[config.mk]
export PLATFORM = sky130hd
export DESIGN_NAME = button_press_hold_release_detector_core
export DESIGN_NICKNAME = d
export VERILOG_FILES = /design/src/design/bphrd_pkg.sv /design/src/design/bphrd_key_lane.sv /design/src/design/bphrd_event_store.sv /design/src/design/button_press_hold_release_detector_core.sv
export SDC_FILE = /design/constraint.sdc
export NUM_CORES = 1
export LEC_CHECK = 0
export ABC_CLOCK_PERIOD_IN_PS = 5100
export BUFFER_PORTS_ARGS = -buffer_cell sky130_fd_sc_hd__buf_2
export CORE_MARGIN = 8
export CORE_UTILIZATION = 55
export DETAILED_ROUTE_END_ITERATION = 12
export GPL_ROUTABILITY_DRIVEN = 0
export PLACE_DENSITY_LB_ADDON = 0.2
export SETUP_SLACK_MARGIN = 0.5
export SYNTH_ARGS = -nofsm -noshare
export SYNTH_HDL_FRONTEND = slang
export SYNTH_SLANG_ARGS = --single-unit
[constraint.sdc]
create_clock -name clk -period 5.1 [get_ports clk]
set_input_delay 1.02 -clock clk [delete_from_list [all_inputs] [get_ports clk]]
set_output_delay 1.02 -clock clk [all_outputs]
set_load 0.02 [all_outputs]
[src/design/bphrd_pkg.sv]
// Shared types and constants for the button press, hold and release detector.
`default_nettype none

package bphrd_pkg;

  localparam int CFG_W = 16;
  localparam int ADDR_W = 2;
  localparam int KIND_W = 2;
  localparam int KEY_W = 3;
  localparam int TIME_W = 32;
  localparam int LEVEL_W = 8;

  localparam logic [ADDR_W-1:0] REG_PRESS_MS = 2'd0;
  localparam logic [ADDR_W-1:0] REG_RELEASE_MS = 2'd1;
  localparam logic [ADDR_W-1:0] REG_HOLD_MS = 2'd2;

  localparam logic [CFG_W-1:0] PRESS_MS_RESET = 16'd50;
  localparam logic [CFG_W-1:0] RELEASE_MS_RESET = 16'd50;
  localparam logic [CFG_W-1:0] HOLD_MS_RESET = 16'd500;

  localparam logic [KIND_W-1:0] KIND_PRESS = 2'd0;
  localparam logic [KIND_W-1:0] KIND_RELEASE = 2'd1;
  localparam logic [KIND_W-1:0] KIND_HOLD = 2'd2;

  localparam logic OP_SAMPLE = 1'b0;
  localparam logic OP_READ = 1'b1;

  typedef struct packed {
    logic              valid;
    logic [KIND_W-1:0] kind;
  } lane_event_t;

  typedef struct packed {
    logic [KIND_W-1:0] kind;
    logic [KEY_W-1:0]  key;
  } event_t;

  typedef struct packed {
    logic [CFG_W-1:0] press_ms;
    logic [CFG_W-1:0] release_ms;
    logic [CFG_W-1:0] hold_ms;
  } timing_cfg_t;

endpackage

`default_nettype wire

[src/design/bphrd_key_lane.sv]
// Debounce state machine for one key, producing press, hold and release events.
`default_nettype none

module bphrd_key_lane (
  input  wire logic                          clk,
  input  wire logic                          rst,
  input  wire logic                          step,
  input  wire logic                          down,
  input  wire logic [bphrd_pkg::TIME_W-1:0]  now,
  input  wire bphrd_pkg::timing_cfg_t        cfg,
  output bphrd_pkg::lane_event_t             ev
);

  typedef enum logic [2:0] {
    IDLE        = 3'd0,
    PENDING     = 3'd1,
    PRESSED     = 3'd2,
    HELD        = 3'd3,
    REL_PRESSED = 3'd4,
    REL_HELD    = 3'd5
  } mode_t;

  mode_t                          mode;
  mode_t                          mode_next;
  logic [bphrd_pkg::TIME_W-1:0]   press_start;
  logic [bphrd_pkg::TIME_W-1:0]   press_start_next;
  logic [bphrd_pkg::TIME_W-1:0]   elapsed;
  logic [bphrd_pkg::CFG_W-1:0]    limit;
  logic                           reached;

  assign elapsed = now - press_start;

  always_comb begin
    unique case (mode)
      PENDING:               limit = cfg.press_ms;
      PRESSED:               limit = cfg.hold_ms;
      REL_PRESSED, REL_HELD: limit = cfg.release_ms;
      default:               limit = cfg.release_ms;
    endcase
  end

  assign reached = elapsed >= {{(bphrd_pkg::TIME_W - bphrd_pkg::CFG_W){1'b0}}, limit};

  always_comb begin
    mode_next = mode;
    press_start_next = press_start;
    ev.valid = 1'b0;
    ev.kind = bphrd_pkg::KIND_PRESS;
    unique case (mode)
      REL_PRESSED, REL_HELD: begin
        if (down) begin
          mode_next = (mode == REL_PRESSED) ? PRESSED : HELD;
        end else if (reached) begin
          mode_next = IDLE;
          ev.valid = 1'b1;
          ev.kind = bphrd_pkg::KIND_RELEASE;
        end
      end
      PENDING: begin
        if (!down) begin
          mode_next = IDLE;
        end else if (reached) begin
          mode_next = PRESSED;
          ev.valid = 1'b1;
          ev.kind = bphrd_pkg::KIND_PRESS;
        end
      end
      PRESSED: begin
        if (!down) begin
          press_start_next = now;
          mode_next = REL_PRESSED;
        end else if (reached) begin
          mode_next = HELD;
          ev.valid = 1'b1;
          ev.kind = bphrd_pkg::KIND_HOLD;
        end
      end
      HELD: begin
        if (!down) begin
          press_start_next = now;
          mode_next = REL_HELD;
        end
      end
      default: begin
        if (down) begin
          press_start_next = now;
          mode_next = PENDING;
        end else begin
          mode_next = IDLE;
        end
      end
    endcase
  end

  always_ff @(posedge clk) begin
    if (rst) begin
      mode <= IDLE;
      press_start <= '0;
    end else if (step) begin
      mode <= mode_next;
      press_start <= press_start_next;
    end
  end

endmodule

`default_nettype wire

[src/design/bphrd_event_store.sv]
// Small event store: writes events of one sample in key order, reads the oldest.
`default_nettype none

module bphrd_event_store #(
  parameter int KEYS = 1,
  parameter int EVENT_DEPTH = 2
) (
  input  wire logic                   clk,
  input  wire logic                   rst,
  input  wire logic                   sample_step,
  input  wire logic                   read_step,
  input  wire bphrd_pkg::lane_event_t lane_ev [KEYS],
  output logic                        rd_hit,
  output bphrd_pkg::event_t           rd_entry
);

  localparam int CNT_W = $clog2(EVENT_DEPTH + 1);
  localparam int IDX_W = (EVENT_DEPTH > 1) ? $clog2(EVENT_DEPTH) : 1;

  bphrd_pkg::event_t store      [EVENT_DEPTH];
  bphrd_pkg::event_t store_next [EVENT_DEPTH];
  logic [CNT_W-1:0]  write_count;
  logic [CNT_W-1:0]  write_count_next;
  logic [CNT_W-1:0]  read_count;
  logic [CNT_W-1:0]  read_count_next;
  logic [CNT_W-1:0]  read_inc;
  logic [CNT_W-1:0]  pos;

  assign rd_hit = read_count < write_count;
  assign rd_entry = store[read_count[IDX_W-1:0]];
  assign read_inc = read_count + CNT_W'(1);

  always_comb begin
    store_next = store;
    pos = write_count;
    for (int i = 0; i < KEYS; i++) begin
      if (lane_ev[i].valid && (pos < CNT_W'(EVENT_DEPTH))) begin
        store_next[pos[IDX_W-1:0]].kind = lane_ev[i].kind;
        store_next[pos[IDX_W-1:0]].key = bphrd_pkg::KEY_W'(i);
        pos = pos + CNT_W'(1);
      end
    end
  end

  always_comb begin
    write_count_next = write_count;
    read_count_next = read_count;
    if (sample_step) begin
      write_count_next = pos;
    end else if (read_step && rd_hit) begin
      if (read_inc == write_count) begin
        write_count_next = '0;
        read_count_next = '0;
      end else begin
        read_count_next = read_inc;
      end
    end
  end

  always_ff @(posedge clk) begin
    if (rst) begin
      write_count <= '0;
      read_count <= '0;
    end else begin
      write_count <= write_count_next;
      read_count <= read_count_next;
    end
  end

  always_ff @(posedge clk) begin
    if (sample_step) begin
      store <= store_next;
    end
  end

endmodule

`default_nettype wire

[src/design/button_press_hold_release_detector_core.sv]
// An accepted item passes through the input register and then the result register before its result shows.
// Throughput: one item per cycle while results are taken; the input register holds one new item while a result waits.
// Per-sample work is one subtract and compare per key plus a key-ordered store update; a read returns the oldest event.
// Reset clears key states, press start times and store counts, and loads the timing registers with their reset values.
// Store entries are not cleared; only written entries are ever read.
`default_nettype none

module button_press_hold_release_detector_core #(
  parameter int KEYS = 1,
  parameter int EVENT_DEPTH = 2
) (
  input  wire logic                              clk,
  input  wire logic                              rst,
  input  wire logic                              cfg_we,
  input  wire logic [bphrd_pkg::ADDR_W-1:0]      cfg_addr,
  input  wire logic [bphrd_pkg::CFG_W-1:0]       cfg_wdata,
  input  wire logic                              in_valid,
  output logic                                   in_ready,
  input  wire logic                              op,
  input  wire logic [bphrd_pkg::LEVEL_W-1:0]     key_levels,
  input  wire logic [bphrd_pkg::TIME_W-1:0]      time_now,
  output logic                                   out_valid,
  input  wire logic                              out_ready,
  output logic                                   event_valid,
  output logic [bphrd_pkg::KIND_W-1:0]           event_kind,
  output logic [bphrd_pkg::KEY_W-1:0]            event_key,
  output logic                                   notify
);

  bphrd_pkg::timing_cfg_t         cfg;
  logic                           in_full;
  logic                           op_q;
  logic [KEYS-1:0]                levels_q;
  logic [bphrd_pkg::TIME_W-1:0]   time_q;
  logic                           advance;
  logic                           sample_step;
  logic                           read_step;
  bphrd_pkg::lane_event_t         lane_ev [KEYS];
  logic [KEYS-1:0]                lane_hit;
  logic                           rd_hit;
  bphrd_pkg::event_t              rd_entry;

  assign advance = in_full && (!out_valid || out_ready);
  assign in_ready = !in_full || advance;
  assign sample_step = advance && (op_q == bphrd_pkg::OP_SAMPLE);
  assign read_step = advance && (op_q == bphrd_pkg::OP_READ);

  always_ff @(posedge clk) begin
    if (rst) begin
      cfg.press_ms <= bphrd_pkg::PRESS_MS_RESET;
      cfg.release_ms <= bphrd_pkg::RELEASE_MS_RESET;
      cfg.hold_ms <= bphrd_pkg::HOLD_MS_RESET;
    end else if (cfg_we) begin
      unique case (cfg_addr)
        bphrd_pkg::REG_PRESS_MS:   cfg.press_ms <= cfg_wdata;
        bphrd_pkg::REG_RELEASE_MS: cfg.release_ms <= cfg_wdata;
        bphrd_pkg::REG_HOLD_MS:    cfg.hold_ms <= cfg_wdata;
        default: ;
      endcase
    end
  end

  always_ff @(posedge clk) begin
    if (rst) begin
      in_full <= 1'b0;
    end else if (in_ready) begin
      in_full <= in_valid;
    end
  end

  always_ff @(posedge clk) begin
    if (in_valid && in_ready) begin
      op_q <= op;
      levels_q <= key_levels[KEYS-1:0];
      time_q <= time_now;
    end
  end

  for (genvar g = 0; g < KEYS; g++) begin : g_lane
    bphrd_key_lane u_lane (
      .clk  (clk),
      .rst  (rst),
      .step (sample_step),
      .down (levels_q[g]),
      .now  (time_q),
      .cfg  (cfg),
      .ev   (lane_ev[g])
    );
    assign lane_hit[g] = lane_ev[g].valid;
  end

  bphrd_event_store #(
    .KEYS        (KEYS),
    .EVENT_DEPTH (EVENT_DEPTH)
  ) u_store (
    .clk         (clk),
    .rst         (rst),
    .sample_step (sample_step),
    .read_step   (read_step),
    .lane_ev     (lane_ev),
    .rd_hit      (rd_hit),
    .rd_entry    (rd_entry)
  );

  always_ff @(posedge clk) begin
    if (rst) begin
      out_valid <= 1'b0;
    end else if (advance) begin
      out_valid <= 1'b1;
    end else if (out_ready) begin
      out_valid <= 1'b0;
    end
  end

  always_ff @(posedge clk) begin
    if (advance) begin
      if (op_q == bphrd_pkg::OP_READ) begin
        event_valid <= rd_hit;
        event_kind <= rd_hit ? rd_entry.kind : bphrd_pkg::KIND_PRESS;
        event_key <= rd_hit ? rd_entry.key : '0;
        notify <= 1'b0;
      end else begin
        event_valid <= 1'b0;
        event_kind <= bphrd_pkg::KIND_PRESS;
        event_key <= '0;
        notify <= |lane_hit;
      end
    end
  end

endmodule

`default_nettype wire

# Word level (Yosys, flattened, before mapping)

Cells that the tools add are included.

Add/sub/neg operators: 3
Magnitude comparators: 6
Equal/unequal tests: 14
Muxes and demuxes: 37
Bitwise gates (word level): 5
Reduce and logical (&&, ||, !) cells: 28

Operator list:

| cell                                                   | count |
|---|---|
| 2-to-1 mux 32 bit                                      | 2 |
| case mux 32 bit (2 select lines)                       | 1 |
| 2-to-1 mux 3 bit                                       | 14 |
| >= comparator 32 x 16 -> 1 bit                         | 1 |
| case mux 16 bit (2 select lines)                       | 1 |
| subtractor 32 bit                                      | 1 |
| bitwise mux 10 bit                                     | 2 |
| 2-to-1 mux 5 bit                                       | 4 |
| case mux 3 bit (4 select lines)                        | 1 |
| AND reduction 2 bit                                    | 6 |
| demux 5 bit (select 1 bit)                             | 2 |
| 2-to-1 mux 2 bit                                       | 5 |
| inequality test 3 x 2 -> 1 bit (second input constant) | 3 |
| case mux 3 bit (3 select lines)                        | 1 |
| nonzero test 2 bit                                     | 4 |
| logical AND 1 bit                                      | 7 |
| equality test 3 x 2 -> 1 bit (second input constant)   | 2 |
| equality test 3 bit (second input constant)            | 2 |
| AND reduction 5 bit                                    | 1 |
| adder 2 x 1 -> 2 bit (second input constant)           | 2 |
| >= comparator 2 bit (second input constant)            | 2 |
| 2-to-1 mux 1 bit                                       | 4 |
| inequality test 2 bit (second input constant)          | 2 |
| NOT 1 -> 2 bit                                         | 2 |
| 16 further kinds                                       | 21 |

Bits in registers: 140
Input port bits: 64
Output and inout bits: 9
Logic and storage cells: 113

# Longest topological paths before layout

Gate-level depths: netlist of run 1.

Depth after elaboration: 9
Gate-level depth with buffers: 21
Gate-level depth less buffers: 20

# By module

Synthesis of run 1 repeated with hierarchy kept, for this count alone.

Cell total of the unflattened synthesis: 830
Area, all modules: 7861.3 µm²

Modules (own cells, without submodules):

| module                                  | times used | cells each | area each (µm²) | sequential area each (µm²) |
|---|---|---|---|---|
| bphrd_key_lane                          | 1          | 542        | 4080.2          | 700.7 |
| button_press_hold_release_detector_core | 1          | 244        | 3326.9          | 2232.1 |
| bphrd_event_store                       | 1          | 44         | 454.2           | 200.2 |

# Worst setup path after synthesis of run 1

No wires, ideal clock.

Path kind: reg2reg
From: register time_q[0] (netlist name)
To: register u_store.store[8] (netlist name) (enable)
Library setup time: 310 ps
Data arrival time: 3353 ps
Required time: 4790 ps
Setup slack: 1436 ps
Stages on the path, launching flop included: 22
Buffers on the path: 1
Clock period less this slack: 3664 ps
Cell sequence: edfxtp_1 inv_1 ha_1 fa_1 nand2b_1 a21oi_1 o211ai_1 a211o_1 nand2b_1 xor2_1 ha_1 a21oi_1 nor2b_1 o21ai_0 nand4_1 nor3_1 o211ai_1 nor4_1 and4_1 buf_6 nor4_4 nor2b_1

Cells in the longest elaborated chain, start to end: 7
Elaborated cells between the ends (all ways): 11
Classes of those cells: 1 x add/sub; 1 x order compare; 7 x mux; 2 x reduce/logical

Ends and longest elaborated chain:

| element                                | line                                                             | source |
|---|---|---|
| from (decl)                            | button_press_hold_release_detector_core.sv:34                    | `logic [bphrd_pkg::TIME_W-1:0] time_q;` |
| from (signal assigned)                 | button_press_hold_release_detector_core.sv:75                    | `time_q <= time_now;` |
| subtractor 32 bit *                    | bphrd_key_lane.sv:31                                             | `assign elapsed = now - press_start;` |
| >= comparator 32 x 16 -> 1 bit *       | bphrd_key_lane.sv:42                                             | `assign reached = elapsed >= {{(bphrd_pkg::TIME_W - bphrd_pkg::CFG_W){1'b0}}, limit};` |
| 2-to-1 mux 3 bit (on tied branches)    | bphrd_key_lane.sv:72, bphrd_key_lane.sv:53, bphrd_key_lane.sv:62 |  |
| 2-to-1 mux 3 bit (on tied branches)    | bphrd_key_lane.sv:69, bphrd_key_lane.sv:60, bphrd_key_lane.sv:51 |  |
| case mux 3 bit (3 select lines) *      | bphrd_key_lane.sv:49                                             | `unique case (mode)` |
| logical AND 1 bit *                    | bphrd_event_store.sv:37                                          | `if (lane_ev[i].valid && (pos < CNT_W'(EVENT_DEPTH))) begin` |
| AND reduction 2 bit (no source line) * | n/a                                                              |  |
| to (signal assigned)                   | bphrd_event_store.sv:72                                          | `store <= store_next;` |
| to (decl)                              | bphrd_event_store.sv:20                                          | `bphrd_pkg::event_t store [EVENT_DEPTH];` |

Mark *: on every way between the ends. The rest lies on a longest branch, timed or not.
A chain may end at the register's enable or synchronous reset.

# Worst setup path after layout of run 1

From: register time_q[0] (netlist name)
To: register u_store.store[4] (netlist name) (enable)

The elaborated chain is that of the path after synthesis.

==> results of run 1 <==
## worst min-delay path: cells and delay by family (launching register included)
family / cells / cell delay [ps]
compound gates: 1 / 50
simple gates: 1 / 50
flops: 1 / 310
## cells by family (layout without fill, tap and decap cells)
| logic type | after synthesis | in the layout |
|---|---|---|
| simple gates | 297 | 297 |
| compound gates | 200 | 200 |
| flops | 131 | 131 |
| buf+inv | 93 | 149 |
| fa+ha+maj | 50 | 50 |
| mux | 39 | 39 |
| xor+xnor | 26 | 26 |
| other cells | 1 | 3 |
## flip-flops by register name, summed over array words and instances, names as in the netlist
name,flops
u_store.read_count,2
out_valid,1
event_valid,1
op_q,1
levels_q,1
u_store.write_count,2
time_q,32
in_full,1
notify,1
u_store.store,4
g_lane.u_lane.mode,3
event_kind,2
g_lane.u_lane.press_start,32
cfg,48
## synth_stat cells (4+ instances only)
cell / number
ha_1: 49
nand3_1: 21
nand4_1: 11
mux2i_1: 38
nand2b_1: 11
nor2b_1: 9
a31oi_1: 5
nor2_1: 75
nor3_1: 14
buf_2: 8
o21ai_0: 14
a21o_1: 12
o21bai_1: 5
nor4_1: 4
o21a_1: 4
nand2_1: 132
a22o_1: 15
xor2_1: 7
xnor2_1: 19
dfxtp_1: 89
inv_1: 47
nand3b_1: 4
a21oi_1: 100
a211oi_1: 4
edfxtp_1: 42
clkbuf_1: 32
o21ai_1: 5
## worst paths after layout
path	start	endpoint	slack, ps	cells past startpoint
hold / removal	cfg[43]	cfg[43]	450	2
setup / recovery	time_q[0]	u_store.store[4]	870	20
hold reg to reg	cfg[43]	cfg[43]	450	2
setup reg to reg	time_q[0]	u_store.store[4]	870	20
## metrics by stage
| stage | utilization [%] | power, mW | setup slack (ps) | std cells |
|---|---|---|---|---|
| after floorplan | - | 1.433 | 1437 | 839 |
| after global placement | 58.86 | 1.524 | 825.6 | 1039 |
| after detailed placement | 58.86 | 1.536 | 760.7 | 1039 |
| after CTS | 63.51 | 2.765 | 719.8 | 1071 |
| after global routing | 63.53 | 2.865 | 578.2 | 1071 |
| final | 63.53 | 2.750 | 871.0 | 1071 |
## layer usage
layer | global-route usage, % | wire, microns | share of wire (%)
met5 | 0 | 0 | 0
met4 | 6.892 | 225 | 1.3
met3 | 6.021 | 1103 | 6.4
met2 | 33.54 | 8366 | 48
met1 | 24.49 | 7580 | 44
## power groups by stage
stage	registers, mW	logic [mW]	clock network, mW
floorplan	1.16	0.278	0
global placement	1.16	0.364	0
detailed placement	1.16	0.375	0
CTS	1.14	0.380	1.24
global route	1.14	0.429	1.29
finish	1.14	0.384	1.23
## cell usage in the layout, fill, tap and decap left out, drive strengths merged, types with 15 or more instances in the layout
cell type  instances
xnor2             19
nand3             21
buf               69
mux2i             38
o21ai             19
clkbuf            24
nor2              75
inv               51
dfxtp             89
a22o              15
ha                49
a21oi            103
edfxtp            42
nand2            132
## final cells by class
cell class              instances  area, sq um
repair buffers                 69        362.8
well taps                     176        220.2
clock buffers                  24        556.8
flip-flops and latches        131         3043
fillers                      1127         4791
multi-input cells             615         3929
clock inverters                 8        55.05
inverters                      48        180.2
==> results.md, run 1 <==
- Status: completed
- Post-synthesis adder-cell area fraction: 8.635%
- Max-slew violations: 0
- Synthesis-to-layout area growth: 13.84%
- CTS Buf Count: 17
- Hold buffers post-CTS: 0
- HP Class: reg2reg
- Max VDD drop: 267.9 uV
- Worst-margin pin slew: 841.9 ps
- DP Area: just under 8000 sq um
- Height of the die: 131.5 microns
- Sequential power share: between 40% and 50%
- Seq/Total Area, Yosys: between 40% and 50%
- Clock-pin slew on the worst setup and hold paths: 60 ps
- DR WL/cell: 16.13 microns
- # rows: 42
- Unrepaired setup endpoints after global routing: no
- Clock Sink Count: roughly 130
- Max-Cap Viols: 0
- First-pass iteration count of the detailed router: 5
- Slew headroom: 43.88%
- Clock share of power: 44.6%
- Setup Fix Bufs, Post-CTS: 0
- Area leader, netlist: dfxtp_1
- Inserted Diodes: 0
- CP max-delay cell: fa_1
- Core ar.: about 13,000 sq um
- Final hold vios: 0
- Nets: 996
- Switch share: 25.98%
- Top cell type's share of synthesized area: 24.30%
- P_sw: 0.7145 mW
- Top delay family on crit path: simple AND/OR/NAND/NOR gates
- Post-synthesis mux area share: 5.392%
- ANT nets after route: 0
- Pint: 2.036 mW
- Cell count after synthesis: ~840
- EDFF count, synth: 42
- CP Max Fanout: 8
- Number of global-route vias before repair: 6,105
- Fraction of layout cells with a size suffix above 1: 13.41%
- Final Cell Area: 8347 sq um
- IO buf count: 62
- Combinational Power Share: 14.0%
- Synth Area in XOR/XNOR: 3.106%
- Initial antenna violation count: 0
- Final setup vio count: 0
- Clk_lat worst skew: around 420 ps
- Final Hold Slack: 453.3 ps
- Grt ovf: 0
- Crit Path Class: reg2reg
- Cell Area, Synth: 7332 sq um
- Synth Register Bits: 131
- Final WL: between 15,000 and 20,000 microns
- Min Tclk post-route: 4229 ps
- PwrDens: 329.5 nW/um^2
- Drt initial violations: 543
- Compound-cell area share of the yosys netlist: around 18%
- Post-DP HPWL: 12,060 microns
- DRC viols: 0
- First-pass GRT wire length: 29,000 microns
- TritonCTS clock tree: done
- Vias after detailed routing: 6,100
- Leakage: 3.179 nW
- Final worst-path cycle share: 82.92%
- Skew final: 10.95 ps
- CP peak stage delay: ~400 ps
- Syn_area_per_cell: 8.760 sq um
- Vias per cell: 5.696
- Largest net degree at the start of global routing: 78
- Largest family of logic cells by synthesized area: simple AND/OR/NAND/NOR gates
- # resized after CTS: 0
- Htree depth: 4
- Final TNS setup: 0 ps
- Post-Synth Simple-Gate Area: 18.36%
- I/O pin cnt: 73
- Crit path DAT: 4410 ps
- Synth warn: 0
- Worst Path Required: 5280 ps
- Fmax: around 0.24 GHz
- Area of the die: approximately 17,000 sq um
- Most used DFF post-synth: dfxtp_1
- Yosys cell types: 67
- Die width: 131.5 microns
- CP Launch Type: flip-flop
- Ranking of synthesized cells by area: dfxtp_1 24%, edfxtp_1 17%, ha_1 8.4%
- Critical path, cell by cell: inv_1, ha_1, fa_1, nand2b_1, a21oi_1, o211ai_1, a211o_1, nand2b_1, xor2_1, ha_1, a21oi_1, nor2b_1, o21ai_1, nand4_1, nor3_1, o211ai_1, nor4_1, and4_4, nor4_4, and2_1
- Initial Utilization: 55.81%
- Critical path buffers and inverters: 1
- CTS Root Cell: clkbuf_16
- Gr usage total: 20.20%
- Clk buf depth: 2
- Post-synthesis async set-or-reset flop share: 0%
- CP Capture Type: flip-flop
Note: power is estimated with default switching activity, not from simulation.
==> run 2, diff against run 1 <==
--- a/config.mk
+++ b/config.mk
@@ -5,10 +5,11 @@
 export SDC_FILE = /design/constraint.sdc
 export NUM_CORES = 1
 export LEC_CHECK = 0
-export ABC_CLOCK_PERIOD_IN_PS = 5100
+export ABC_AREA = 1
+export ABC_CLOCK_PERIOD_IN_PS = 3400
 export BUFFER_PORTS_ARGS = -buffer_cell sky130_fd_sc_hd__buf_2
 export CORE_MARGIN = 8
-export CORE_UTILIZATION = 55
+export CORE_UTILIZATION = 54
 export DETAILED_ROUTE_END_ITERATION = 12
 export GPL_ROUTABILITY_DRIVEN = 0
 export PLACE_DENSITY_LB_ADDON = 0.2
==> constraint.sdc (replaced) <==
create_clock -name clk -period 3.4 [get_ports clk]
set_input_delay 0.68 -clock clk [delete_from_list [all_inputs] [get_ports clk]]
set_output_delay 0.68 -clock clk [all_outputs]
set_load 0.02 [all_outputs]
==> results.md, run 2 <==
- First-pass GRT wire length: 31,480 microns (+8.5%)
- CTS Buf Count: 17 (unchanged)
- I/O pin cnt: 73 (unchanged)
- Core ar.: 14,420 sq um (+9.8%)
- Synth Register Bits: 131 (unchanged)
- Max reg flops: 48 (unchanged)
- Final worst setup slack: 196.1 ps (-674.9 ps)
- Final Cell Area: 9669 sq um (+16%)
- Fraction of layout cells with a size suffix above 1: 19.92% (+6.5 points)
- IO buf count: 62 (unchanged)
- Fmax: 0.3121 GHz (+32%)
- Final Hold Slack: 426.2 ps (-27.16 ps)
- Max-Cap Viols: 0 (unchanged)
- Top-count cell post-synth: nand2_1
- CTS Root Cell: clkbuf_16
- DR WL/cell: 13.57 microns (-16%)
- PwrDens: 470.7 nW/um^2 (+43%)
- Worst Path Required: 3590 ps (-1690 ps)
- Gr usage total: 20.89% (+0.69 points)
- Crit path DAT: 3390 ps (-1020 ps)
- Top Registers: cfg x48, g_lane.u_lane.press_start x32, time_q x32
- Clk_lat worst skew: 420 ps (about the same)
- Vias after detailed routing: 7,336 (+20%)
- HP Class: in2reg
- Final setup vio count: 0 (unchanged)
- Yosys cell types: 37 (-45%)
- CP Capture Type: flip-flop
- Syn_area_per_cell: 6.919 sq um (-21%)
- Final worst-path cycle share: 94.23% (+11 points)
- Register area: 3045 sq um (about the same)
- Slew headroom: 50.73% (+6.9 points)
- Largest net degree at the start of global routing: 82 (+5.1%)
- Post-synthesis async set-or-reset flop share: 0% (unchanged)
- Most frequent cells in the layout: 286 x nand2_1, 188 x inv_1, 123 x nor2_1
- Post-DP HPWL: 13,130 microns (+8.8%)
- Status: completed
- Inserted Diodes: 0 (unchanged)
- First-pass iteration count of the detailed router: 6 (+1)
- Htree depth: 4 (unchanged)
- DRC viols: 0 (unchanged)
- Reg with most FFs: cfg
- Final TNS setup: 0 ps (unchanged)
- Die width: 137.0 microns (+4.2%)
- # rows: 44 (+4.8%)
- Vias per cell: 5.116 (-10%)
- Synth warn: 0 (unchanged)
- Top cell type's share of synthesized area: 22.55% (-1.8 points)
- Synthesis-to-layout area growth: 22.38%
- CP Launch Type: flip-flop
- Number of global-route vias before repair: 6,782 (+11%)
- Crit Path Class: reg2reg
- Nets: 1,351 (+36%)
- Clock-pin slew on the worst setup and hold paths: 60 ps (about the same)
- Cell count after synthesis: 1,142 (+36%)
- Fill cells: 1,186 (+5.2%)
- Most common cell after layout, fill and taps aside: nand2_1
- Max VDD drop: 373.2 uV (+39%)
- Leakage: 4.740 nW (+49%)
- Initial Utilization: 54.78% (-1.0 points)
- DP Area: 8413 sq um (+8.8%)
- ANT nets after route: 0 (unchanged)
- Height of the die: 137.0 microns (+4.2%)
- Min Tclk post-route: 3204 ps (-1025 ps)
- Worst-margin pin slew: 739.0 ps (-102.8 ps)
- Area leader, netlist: dfxtp_1
- Max-slew violations: 0 (unchanged)
- Place WS: 105.8 ps (-654.9 ps)
- Area of the die: 18,760 sq um (+8.6%)
- Final hold vios: 0 (unchanged)
- Unrepaired setup endpoints after global routing: yes
- Drt initial violations: 560 (+3.1%)
- Final WL: 19,470 microns (+13%)
- TritonCTS clock tree: done
- Synth top cells by count: 314 x nand2_1, 194 x inv_1, 129 x nor2_1, 89 x dfxtp_1, 80 x a21oi_1
- Clk buf depth: 2 (unchanged)
- Seq/Total Area, Yosys: 38.51% (-3.0 points)
- Ranking of synthesized cells by area: dfxtp_1 23%, edfxtp_1 16%, nand2_1 15%
- EDFF count, synth: 42 (unchanged)
- Clock Sink Count: 131 (unchanged)
- Initial antenna violation count: 0 (unchanged)
- Multi-input logic area: 4384 sq um (+12%)
- Hold buffers post-CTS: 0 (unchanged)
- Skew final: 8.875 ps (-2.076 ps)
- Cell Area, Synth: 7901 sq um (+7.8%)
- CP Max Fanout: 6 (-2)
- Most used DFF post-synth: dfxtp_1
- Grt ovf: 0 (unchanged)
==> run 2: cell families after synthesis <==
family / share of synthesized area (%)
flip-flops: 38.51
AND/OR/NAND/NOR: 28.61
buffers and inverters: 11.21
XOR/XNOR: 1.774
AO/OA/AOI/OAI: 11.83
adder cells (fa/ha/maj): 8.013
other: 0.04746
==> run 2: layout make-up <==
| type | count | area share, % |
|---|---|---|
| multi-input cells | 781 | 45.34 |
| flip-flops and latches | 131 | 31.50 |
| inverters | 205 | 7.997 |
| repair buffers | 101 | 6.405 |
| clock buffers | 23 | 5.616 |
| well taps | 184 | 2.381 |
| clock inverters | 9 | 0.7635 |
==> run 2: path summary, 6_finish.rpt <==
path,slack (ps),startpoint,depth (start not counted),to
setup / recovery,200,time_q[2],21,u_store.store[9]
hold / removal,430,time_now[11],1,time_q[11]
setup reg to reg,200,time_q[2],21,u_store.store[9]
hold reg to reg,460,g_lane[0].u_lane.press_start[30],2,g_lane[0].u_lane.press_start[30]
==> run 2: worst max-delay path, cell delays in order (launching register included) <==
cell and delay, ps:
edfxtp_1 420, ha_4 330, nand2_1 70, nand2_1 110, nand2_1 120, nand3_4 140, nand2_2 60, nand2_2 70
xor2_1 150, ha_1 280, a21oi_2 190, nor2_2 60, a211oi_2 140, nand2_1 70, nor2_1 80, nand2_1 80
nor2_1 100, nand2_1 90, nor2_4 130, nand2_4 90, nand4_1 130, inv_2 60
==> run 2: where the power goes <==
group          switching [mW]  internal [mW]  total [mW]
registers              0.0383           1.69        1.73
logic                   0.573          0.379       0.952
clock network           0.727           1.14        1.87
total                    1.34           3.21        4.55
==> run 2: per-stage QoR <==
step                      total power [mW]  utilization (%)  std cells
after global placement               2.532            58.33       1373
after floorplan                      2.347                -       1144
after CTS                            4.510            66.07       1428
after detailed placement             2.549            58.33       1373
final                                4.551            67.04       1434
after global routing                 4.780            67.04       1434
==> run 2: what timing repair did <==
action                                  CTS  global route
setup buffers                            23             6
pin swaps                                13            11
resized for setup                        59            28
endpoints found under the setup margin   14            14
cloned                                    0             0
hold endpoints to repair                  0             0
==> run 2: layer usage <==
| metal | wire length [microns] | GRT usage, % | vias to the layer above | part of all wire, % |
|---|---|---|---|---|
| met2 | 9297 | 35.29 | 197 | 48 |
| met5 | 0 | 0 | - | 0 |
| met4 | 316 | 5.794 | 0 | 1.6 |
| li1 | - | - | 3787 | - |
| met3 | 1025 | 4.479 | 28 | 5.3 |
| met1 | 8826 | 26.29 | 3324 | 45 |
